File: config.mk
export PLATFORM = sky130hd
export DESIGN_NAME = keyed_array_list_engine
export DESIGN_NICKNAME = d
export VERILOG_FILES = /design/src/rtl/kale_pkg.sv /design/src/rtl/keyed_array_list_engine.sv
export SDC_FILE = /design/constraint.sdc
export NUM_CORES = 2
export LEC_CHECK = 0
export BUFFER_PORTS_ARGS = -buffer_cell sky130_fd_sc_hd__buf_2
export CORE_MARGIN = 5
export CORE_UTILIZATION = 60
export DETAILED_ROUTE_END_ITERATION = 16
export PLACE_DENSITY = 0.76
export SYNTH_ARGS = -nofsm -noshare
export SYNTH_HDL_FRONTEND = slang
export SYNTH_SLANG_ARGS = --single-unit
File: constraint.sdc
create_clock -name clk_i -period 12.8 [get_ports clk_i]
set_input_delay 1.28 -clock clk_i [delete_from_list [all_inputs] [get_ports clk_i]]
set_output_delay 1.28 -clock clk_i [all_outputs]
set_load 0.005 [all_outputs]
File: src/rtl/kale_pkg.sv
// ----------------------------------------------------------------------------
// kale_pkg
// Shared types and constants of the keyed array list engine.
// ----------------------------------------------------------------------------
package kale_pkg;

  localparam int unsigned ENTRIES_DEFAULT  = 32;
  localparam int unsigned KEY_BITS_DEFAULT = 32;

  localparam int unsigned OP_W    = 3;
  localparam int unsigned KEY_W   = 32;
  localparam int unsigned QTY_W   = 16;
  localparam int unsigned VAL_W   = 24;
  localparam int unsigned STAT_W  = 2;
  localparam int unsigned POS_W   = 6;
  localparam int unsigned TOT_W   = 29;
  localparam int unsigned IN_W    = 80;
  localparam int unsigned OUT_W   = 120;

  typedef enum logic [OP_W-1:0] {
    OP_INSERT = 3'd0,
    OP_FIND   = 3'd1,
    OP_COUNT  = 3'd2,
    OP_REMOVE = 3'd3,
    OP_SUM    = 3'd4,
    OP_MAX    = 3'd5
  } op_e;

  typedef enum logic [STAT_W-1:0] {
    ST_OK       = 2'd0,
    ST_FULL     = 2'd1,
    ST_NOTFOUND = 2'd2,
    ST_EMPTY    = 2'd3
  } status_e;

  typedef enum logic [1:0] {
    S_IDLE,
    S_WALK,
    S_DONE
  } state_e;

  // The last member lands in the lowest bits.
  typedef struct packed {
    logic [VAL_W-1:0]  top_value;
    logic [QTY_W-1:0]  top_quantity;
    logic [KEY_W-1:0]  top_key;
    logic [TOT_W-1:0]  total_value;
    logic [POS_W-1:0]  match_count;
    logic [POS_W-1:0]  position;
    logic [STAT_W-1:0] status;
  } result_t;

endpackage

File: src/rtl/keyed_array_list_engine.sv
// ----------------------------------------------------------------------------
// keyed_array_list_engine
// Ordered array-backed record list with insert, find, count, remove, sum, max.
// ----------------------------------------------------------------------------
// Records live in one synchronous memory read one entry per cycle. Insert
// writes the new record at the end of the list; find, count, remove, sum and
// max walk every stored entry through the single memory read port. Remove
// compacts in place by writing each surviving record back at the same or a
// lower index. One beat is worked on at a time; the result is held in an
// output register until it is taken.
module keyed_array_list_engine #(
  parameter int unsigned ENTRIES  = kale_pkg::ENTRIES_DEFAULT,
  parameter int unsigned KEY_BITS = kale_pkg::KEY_BITS_DEFAULT
) (
  input  logic                       clk_i,
  input  logic                       rst_ni,
  input  logic                       s_axis_tvalid_i,
  output logic                       s_axis_tready_o,
  // operation, item_key, item_quantity, item_value
  input  logic [kale_pkg::IN_W-1:0]  s_axis_tdata_i,
  output logic                       m_axis_tvalid_o,
  input  logic                       m_axis_tready_i,
  // status, position, match_count, total_value, top_key, top_quantity,
  // top_value
  output logic [kale_pkg::OUT_W-1:0] m_axis_tdata_o
);

  localparam int unsigned AW = $clog2(ENTRIES);
  localparam int unsigned CW = $clog2(ENTRIES + 1);
  localparam int unsigned SW = kale_pkg::VAL_W + CW;
  localparam int unsigned EW = KEY_BITS + kale_pkg::QTY_W + kale_pkg::VAL_W;

  typedef logic [EW-1:0] entry_t;

  entry_t mem_q [ENTRIES];
  entry_t rd_q;

  kale_pkg::state_e state_q, state_d;
  logic [2:0]          op_q;
  logic [KEY_BITS-1:0] key_q;
  logic [kale_pkg::QTY_W-1:0] qty_q;
  logic [kale_pkg::VAL_W-1:0] val_q;
  logic [CW-1:0] cnt_q, cnt_d;
  logic [CW-1:0] rd_idx_q, rd_idx_d;
  logic [CW-1:0] chk_idx_q, chk_idx_d;
  logic          chk_vld_q, chk_vld_d;
  logic [CW-1:0] wr_idx_q, wr_idx_d;
  logic [CW-1:0] hits_q, hits_d;
  logic [CW-1:0] pos_q, pos_d;
  logic [SW-1:0] sum_q, sum_d;
  entry_t        best_q, best_d;
  logic          out_vld_q, out_vld_d;
  kale_pkg::result_t res_q, res_d;

  logic          accept;
  logic          mem_we;
  logic [AW-1:0] mem_wa;
  entry_t        mem_wd;
  logic          rd_en;
  logic [KEY_BITS-1:0] rd_key;
  logic [kale_pkg::VAL_W-1:0] rd_val;
  logic          hit;

  assign s_axis_tready_o = (state_q == kale_pkg::S_IDLE) && !out_vld_q;
  assign accept          = s_axis_tvalid_i && s_axis_tready_o;
  assign m_axis_tvalid_o = out_vld_q;
  assign m_axis_tdata_o  = kale_pkg::OUT_W'(res_q);

  assign rd_key = rd_q[EW-1 -: KEY_BITS];
  assign rd_val = rd_q[kale_pkg::VAL_W-1:0];
  assign hit    = (rd_key == key_q);
  assign rd_en  = (state_q == kale_pkg::S_WALK) && (rd_idx_q < cnt_q);

  always_ff @(posedge clk_i) begin
    if (mem_we) begin
      mem_q[mem_wa] <= mem_wd;
    end
    if (rd_en) begin
      rd_q <= mem_q[rd_idx_q[AW-1:0]];
    end
  end

  always_ff @(posedge clk_i) begin
    if (accept) begin
      op_q  <= s_axis_tdata_i[2:0];
      key_q <= KEY_BITS'(s_axis_tdata_i[34:3]);
      qty_q <= s_axis_tdata_i[35 +: kale_pkg::QTY_W];
      val_q <= s_axis_tdata_i[51 +: kale_pkg::VAL_W];
    end
    rd_idx_q  <= rd_idx_d;
    chk_idx_q <= chk_idx_d;
    wr_idx_q  <= wr_idx_d;
    hits_q    <= hits_d;
    pos_q     <= pos_d;
    sum_q     <= sum_d;
    best_q    <= best_d;
    res_q     <= res_d;
  end

  always_ff @(posedge clk_i or negedge rst_ni) begin
    if (!rst_ni) begin
      state_q   <= kale_pkg::S_IDLE;
      cnt_q     <= '0;
      chk_vld_q <= 1'b0;
      out_vld_q <= 1'b0;
    end else begin
      state_q   <= state_d;
      cnt_q     <= cnt_d;
      chk_vld_q <= chk_vld_d;
      out_vld_q <= out_vld_d;
    end
  end

  always_comb begin
    state_d = state_q;
    case (state_q)
      kale_pkg::S_IDLE: begin
        if (accept) begin
          state_d = kale_pkg::S_WALK;
        end
      end
      kale_pkg::S_WALK: begin
        if (!rd_en && !chk_vld_q) begin
          state_d = kale_pkg::S_DONE;
        end
      end
      kale_pkg::S_DONE: state_d = kale_pkg::S_IDLE;
      default:          state_d = kale_pkg::S_IDLE;
    endcase
  end

  always_comb begin
    cnt_d     = cnt_q;
    rd_idx_d  = rd_idx_q;
    chk_idx_d = chk_idx_q;
    chk_vld_d = 1'b0;
    wr_idx_d  = wr_idx_q;
    hits_d    = hits_q;
    pos_d     = pos_q;
    sum_d     = sum_q;
    best_d    = best_q;
    out_vld_d = out_vld_q;
    res_d     = res_q;
    mem_we    = 1'b0;
    mem_wa    = wr_idx_q[AW-1:0];
    mem_wd    = rd_q;
    if (m_axis_tready_i) begin
      out_vld_d = 1'b0;
    end
    case (state_q)
      kale_pkg::S_IDLE: begin
        rd_idx_d = '0;
        wr_idx_d = '0;
        hits_d   = '0;
        pos_d    = '0;
        sum_d    = '0;
      end
      kale_pkg::S_WALK: begin
        if (op_q == kale_pkg::OP_INSERT) begin
          rd_idx_d = cnt_q;
        end else if (rd_en) begin
          rd_idx_d  = rd_idx_q + CW'(1);
          chk_idx_d = rd_idx_q;
          chk_vld_d = 1'b1;
        end
        if (chk_vld_q) begin
          sum_d = sum_q + SW'(rd_val);
          if (chk_idx_q == '0 || rd_val > best_q[kale_pkg::VAL_W-1:0]) begin
            best_d = rd_q;
          end
          if (hit) begin
            hits_d = hits_q + CW'(1);
            if (hits_q == '0) begin
              pos_d = chk_idx_q + CW'(1);
            end
          end else begin
            wr_idx_d = wr_idx_q + CW'(1);
            if (op_q == kale_pkg::OP_REMOVE) begin
              mem_we = 1'b1;
            end
          end
        end
      end
      kale_pkg::S_DONE: begin
        res_d     = '0;
        out_vld_d = 1'b1;
        case (op_q)
          kale_pkg::OP_INSERT: begin
            if (cnt_q >= CW'(ENTRIES)) begin
              res_d.status = kale_pkg::ST_FULL;
            end else begin
              mem_we = 1'b1;
              mem_wa = cnt_q[AW-1:0];
              mem_wd = {key_q, qty_q, val_q};
              cnt_d  = cnt_q + CW'(1);
            end
          end
          kale_pkg::OP_FIND: begin
            if (hits_q == '0) begin
              res_d.status = kale_pkg::ST_NOTFOUND;
            end
            res_d.position = kale_pkg::POS_W'(pos_q);
          end
          kale_pkg::OP_COUNT: res_d.match_count = kale_pkg::POS_W'(hits_q);
          kale_pkg::OP_REMOVE: begin
            res_d.match_count = kale_pkg::POS_W'(hits_q);
            cnt_d = wr_idx_q;
          end
          kale_pkg::OP_SUM: begin
            if (sum_q > SW'({kale_pkg::TOT_W{1'b1}})) begin
              res_d.total_value = '1;
            end else begin
              res_d.total_value = kale_pkg::TOT_W'(sum_q);
            end
          end
          kale_pkg::OP_MAX: begin
            if (cnt_q == '0) begin
              res_d.status = kale_pkg::ST_EMPTY;
            end else begin
              res_d.top_key      = kale_pkg::KEY_W'(best_q[EW-1 -: KEY_BITS]);
              res_d.top_quantity = best_q[kale_pkg::VAL_W +: kale_pkg::QTY_W];
              res_d.top_value    = best_q[kale_pkg::VAL_W-1:0];
            end
          end
          default: res_d = '0;
        endcase
      end
      default: ;
    endcase
  end

  a_cnt_range: assert property (@(posedge clk_i) disable iff (!rst_ni)
    cnt_q <= CW'(ENTRIES))
    else $error("entry count beyond capacity");
  a_wr_behind: assert property (@(posedge clk_i) disable iff (!rst_ni)
    (state_q == kale_pkg::S_WALK && chk_vld_q) |-> wr_idx_q <= chk_idx_q)
    else $error("compaction write overtook read");
  a_busy: assert property (@(posedge clk_i) disable iff (!rst_ni)
    accept |=> !s_axis_tready_o)
    else $error("second beat taken while busy");

endmodule

# Word level (Yosys, flattened, before mapping)
# Memory sizes are Yosys's and may differ from the RTL's. A register that Yosys moved wholly into a read port is not among the register bits.
# Cells that the tools add are included.
# op_classes
n_lt_le_gt_ge,4
eq_ne,16
n_bitwise,2
n_mux,44
n_mul,0
n_reduce_logical,27
shift,0
add_sub_neg,6
n_div,0
# ops
cell,n
72-bit two-way mux,3
6-bit two-way mux,10
30-bit case mux with 2 select lines,1
6-bit case mux with 2 select lines,5
32-bit equality test,1
30-bit by 24-bit adder with 30-bit output,1
"6-bit by 1-bit adder with 6-bit output, second input constant",5
"30-bit by 29-bit > comparator with 1-bit output, second input constant",1
30-bit two-way mux,1
29-bit two-way mux,1
24-bit > comparator,1
6-bit logical NOT,3
5-bit two-way mux,3
3-bit AND reduction,5
1-bit two-way mux,13
"2-bit inequality test, second input constant",5
2-bit two-way mux,4
"3-bit by 2-bit equality test with 1-bit output, second input constant",2
"3-bit equality test, second input constant",2
"6-bit greater-or-equal comparator, second input constant",1
6-bit less-than comparator,1
2-bit case mux with 3 select lines,1
2-bit AND reduction,3
2-bit nonzero test,3
15 further kinds,23
# word_totals
n_memories,1
reg_bits,332
ram_bits,2304
latchBits,0
mem_bits_ro,0
# memory_table
memory,words,word_bits,rd,rd_clocked_by_memory_dff,write_ports,line,source
mem_q,32,72,1,1,1,keyed_array_list_engine.sv:35,entry_t mem_q [ENTRIES];

# Depth between registers and ports, before layout
# logic_depth
ltp_word,7
ltp_mapped,10
depth_no_buf,9

# Worst setup path before layout
# OpenSTA, ideal clock, no wires.
# synth_path
path_kind,register to register
start,reg state_q[0]
end,"mem mem_q[4][0] (netlist bit), enable pin"
period_less_slack_ns,7.981
stages_incl_launch_ff,9
slack_ns,4.819
setup_time_ns,0.502
arrival_time_ns,7.479
path_cell_list,dfrtp_1 inv_1 ha_1 nand2_1 buf_2 o21ai_0 o21ai_0 or2_2 nor2_1
# synth_between
elab_chain_len,4
# synth_lines
element,line,source
from (decl),keyed_array_list_engine.sv:38,"kale_pkg::state_e state_q, state_d;"
from (signal assigned),keyed_array_list_engine.sv:102,state_q <= kale_pkg::S_IDLE;
from (signal assigned),keyed_array_list_engine.sv:107,state_q <= state_d;
2-bit equality test / 2-bit by 1-bit equality test with 1-bit output (equally long branches),keyed_array_list_engine.sv:150,case (state_q)
1-bit case mux with 2 select lines,keyed_array_list_engine.sv:150,
1-bit two-way mux,keyed_array_list_engine.sv:75,if (mem_we) begin
1-bit two-way mux (implied by the code),keyed_array_list_engine.sv:76,mem_q[mem_wa] <= mem_wd;
to (decl),keyed_array_list_engine.sv:35,
# Parallel ways exist; a longest one is shown, timed or not.

# Final worst setup path
# layout_path
start,reg op_q[2]
end,"mem mem_q[1][30] (netlist bit), enable pin"
# layout_between
elab_chain_len,7
# layout_lines
element,line,source
from (decl),keyed_array_list_engine.sv:39,logic [2:0] op_q;
from (signal assigned),keyed_array_list_engine.sv:85,op_q <= s_axis_tdata_i[2:0];
3-bit by 2-bit equality test with 1-bit output,keyed_array_list_engine.sv:178,if (op_q == kale_pkg::OP_REMOVE) begin
1-bit two-way mux,keyed_array_list_engine.sv:178,
1-bit two-way mux,keyed_array_list_engine.sv:171,if (hit) begin
1-bit two-way mux,keyed_array_list_engine.sv:166,if (chk_vld_q) begin
1-bit case mux with 2 select lines,keyed_array_list_engine.sv:150,
1-bit two-way mux,keyed_array_list_engine.sv:75,
1-bit two-way mux (implied by the code),keyed_array_list_engine.sv:76,
# Parallel ways exist; a longest one is shown, timed or not.

==> impl_metrics.py <==
metrics = {
    "run_status": {
        "status": "completed",
    },
    "worst_setup_path": {
        "crit_path_start_kind": "register",
        "worstPathMaxFanout": 48,
        "rrSetupSlack_ns": 6.81,
        "critPathArrivalTime_ns": 6.51,
        "criticalPathCategory": "reg -> reg",
        "r2r_end": "mem_q[1][30]",
        "crit_end": "mem_q[1][30]",
        "cp.required_ns": 13.32,
        "cp-startpoint": "op_q[2]",
        "reg2reg_depth": 8,
        "r2r_start": "op_q[2]",
        "crit_path_end_kind": "register",
    },
    "placement": {
        "post-dp-hpwl_um": 123800,
        "port_buffers": 195,
        "dp_slack_ns": 6.939,
        "globalplace.congestion": 0.8751,
        "place_area_sq_mm": 0.1087,
        "dp.cells": 7052,
    },
    "logic_synthesis": {
        "ys_ff_latch": 2708,
        "postSynth.topFlopCell": "edfxtp_1",
        "yosysWarnings": 0,
        "synth_area_leader_cell": "edfxtp_1",
        "synth_enable_flop_cells": 2698,
        "avgSynthCellArea_sq_um": 22.52,
        "yosysTopAreaCellShare_pct": 77.46,
        "synthesis.area_sq_mm": 0.1046,
        "synth_cells": 4644,
        "ys_types": 54,
        "async_flop_share_pct": 0.3693,
        "ys_top_cells_by_area": "edfxtp_1 (77%), mux4_2 (16%), nand2_1 (0.93%), mux2_2 (0.78%), ha_1 (0.77%)",
        "seq_area_frac_synth_pct": 77.70,
    },
    "cts": {
        "htreeDepth": 5,
        "clockBufferDepth": 4,
        "cts.sink_count": 2708,
        "tritoncts": "done",
        "cts_setup_buffers": 0,
        "ctsRootBufferMaster": "clkbuf_16",
        "cts_hold_buf": 0,
        "numCtsBuffers": 276,
        "post_cts_resized": 0,
        "clk_pin_slew_worst_paths_ns": 0.06,
        "clk_latency_ns": 0.94,
    },
    "sta": {
        "period_needed_ns": 5.991,
        "fmax_mhz": 166.9,
        "final_hold_viol_count": 0,
        "period_share_pct": 46.80,
        "holdWs_ns": 0.2218,
        "tightest_slew_ns": 1.261,
        "slew_violations": 0,
        "finalSetupTns_ns": 0,
        "setup_viol": 0,
        "final.setup.worst_slack_ns": 6.809,
        "rsz0062_at_grt": "no",
        "worst_clock_skew_ns": 0.06959,
        "max_slew_margin_pct": 15.91,
    },
    "floorplanning": {
        "rows": 153,
        "start_util_pct": 60.24,
        "dieArea_sq_mm": 0.1828,
        "core_sq_mm": 0.1736,
        "io-pin-count": 206,
        "die_h_um": 427.5,
        "die_width_um": 427.5,
    },
    "pwr": {
        "seq_power_share_pct": 45.0,
        "p_per_area_mw_per_mm2": 225.8,
        "switching_power_mw": 7.579,
        "p_leak_nw": 37.17,
        "internal-power_mw": 18.84,
        "p_sw_share_pct": 28.69,
        "finalPower_mw": 26.42,
        "p_clk_share_pct": 28.8,
        "ir_drop_uv": 208.3,
        "p_comb_share_pct": 26.2,
    },
    "cells_and_area": {
        "finalNetCount": 5154,
        "final_cell_mix": "edfxtp_1 (2,698), mux4_2 (720), clkbuf_16 (283), nand2_1 (257), buf_2 (195)",
        "fin_cells": 7510,
        "final_layout_size_suffix_gt1_share_pct": 28.70,
        "layout_commonest_cell": "edfxtp_1",
        "fin_util_pct": 67.39,
        "area_growth_pct": 11.86,
        "multiInputGateArea_sq_mm": 0.02246,
        "fillers": 10143,
        "regArea_sq_mm": 0.08127,
        "stdcell_area_sq_mm": 0.1170,
    },
    "drt": {
        "first_iter_violations": 7927,
        "dr_wl_met2_um": 131300,
        "dr.max_layer_used": "met5",
        "wl_met3_um": 31390,
        "wl_um": 264400,
        "viasPerCell": 6.853,
        "vias": 51469,
        "dr.pass1.iters": 7,
        "wl_per_cell_um": 35.21,
        "drc": 0,
        "drtAntennaViolNets": 0,
        "wl_met1_um": 90340,
    },
    "min_path": {
        "min_path_type": "in -> async",
    },
    "global_routing": {
        "grt_pass1_wl_um": 377700,
        "grtUsageTotal_pct": 29.38,
        "grt_start_max_net_pins": 144,
        "overflow": 0,
        "grt_pass1_vias": 52271,
        "antenna_found_initial": 8,
    },
    "flow_run": {
        "drv_cap": 0,
    },
}
==> cell families (layout without fill, tap and decap cells) <==
group / Yosys count / count (layout) / synth area share [%]
buf+inv: 278 / 808 / 1.134
simple gates: 554 / 554 / 2.433
other cells: 1 / 12 / 0.003585
xor+xnor: 64 / 64 / 0.5359
compound gates: 176 / 176 / 1.073
mux: 798 / 798 / 16.34
fa+ha+maj: 65 / 65 / 0.7847
flops: 2708 / 2708 / 77.70
==> final cells by class <==
| cell class | instances | area share [%] |
|---|---|---|
| Sequential cell | 2708 | 69.46 |
| Multi-Input combinational cell | 1662 | 19.20 |
| Clock inverter | 121 | 0.8780 |
| Tap cell | 2325 | 2.486 |
| Inverter | 53 | 0.1764 |
| Antenna cell | 7 | 0.01497 |
| Timing Repair Buffer | 304 | 1.587 |
| Clock buffer | 330 | 6.203 |
==> per-layer routing <==
metal | vias up | global-route usage (%)
met5 | - | 0
met4 | 2 | 11.28
met3 | 624 | 6.368
met2 | 3975 | 47.88
met1 | 26855 | 39.81
li1 | 20013 | -
==> power by group through the flow <==
stage	Combinational (mW)	Sequential, mW	Clock (mW)
2_1_floorplan	5.02	11.9	0
3_3_place_gp	6.60	12.0	0
3_5_place_dp	6.78	12.0	0
4_1_cts	6.94	11.9	7.70
5_1_grt	7.42	11.9	8.11
6_report	6.93	11.9	7.61
==> critical path, stage by stage, from the launching register on <==
cell	delay (ns)
edfxtp_1	0.51
or3_1	0.57
nor2_1	0.34
nand2_4	0.61
a21oi_1	0.70
o211ai_1	0.48
nor2_4	0.89
buf_4	0.71
buf_4	0.70
==> worst min path at each step <==
stage               slack (ns)    endpoint
detailed placement        0.44  best_q[31]
floorplan                 0.43  best_q[24]
finish                    0.22   chk_vld_q
global placement          0.44  best_q[24]
CTS                       0.14  state_q[0]
global route              0.19  state_q[0]
==> state kept, by name, indices dropped and copies added, names as in the netlist <==
signal           cells
rd_q                72
rd_idx_q             6
chk_idx_q            6
qty_q               16
val_q               24
key_q               32
pos_q                6
cnt_q                6
m_axis_tdata_o     115
mem_q             2304
op_q                 3
best_q              72
sum_q               30
chk_vld_q            1
m_axis_tvalid_o      1
hits_q               6
wr_idx_q             6
state_q              2
==> cells in the mapped netlist, types with 7 or more instances <==
cell	instances
buf_1	15
nor2b_1	7
nand2b_1	14
nand4_1	25
mux4_2	720
nor3_1	13
nor2_1	99
dfrtp_1	10
xnor2_1	53
clkbuf_1	146
buf_2	45
mux2_2	72
inv_1	52
nand2_1	258
ha_1	64
a211oi_1	10
a21o_1	18
nand3_1	20
a31oi_1	13
edfxtp_1	2698
a21oi_1	44
o21ai_0	35
and2_1	91
xor2_1	11
o21a_1	31
buf_4	15
No activity file was read; power rests on OpenSTA's default activity.
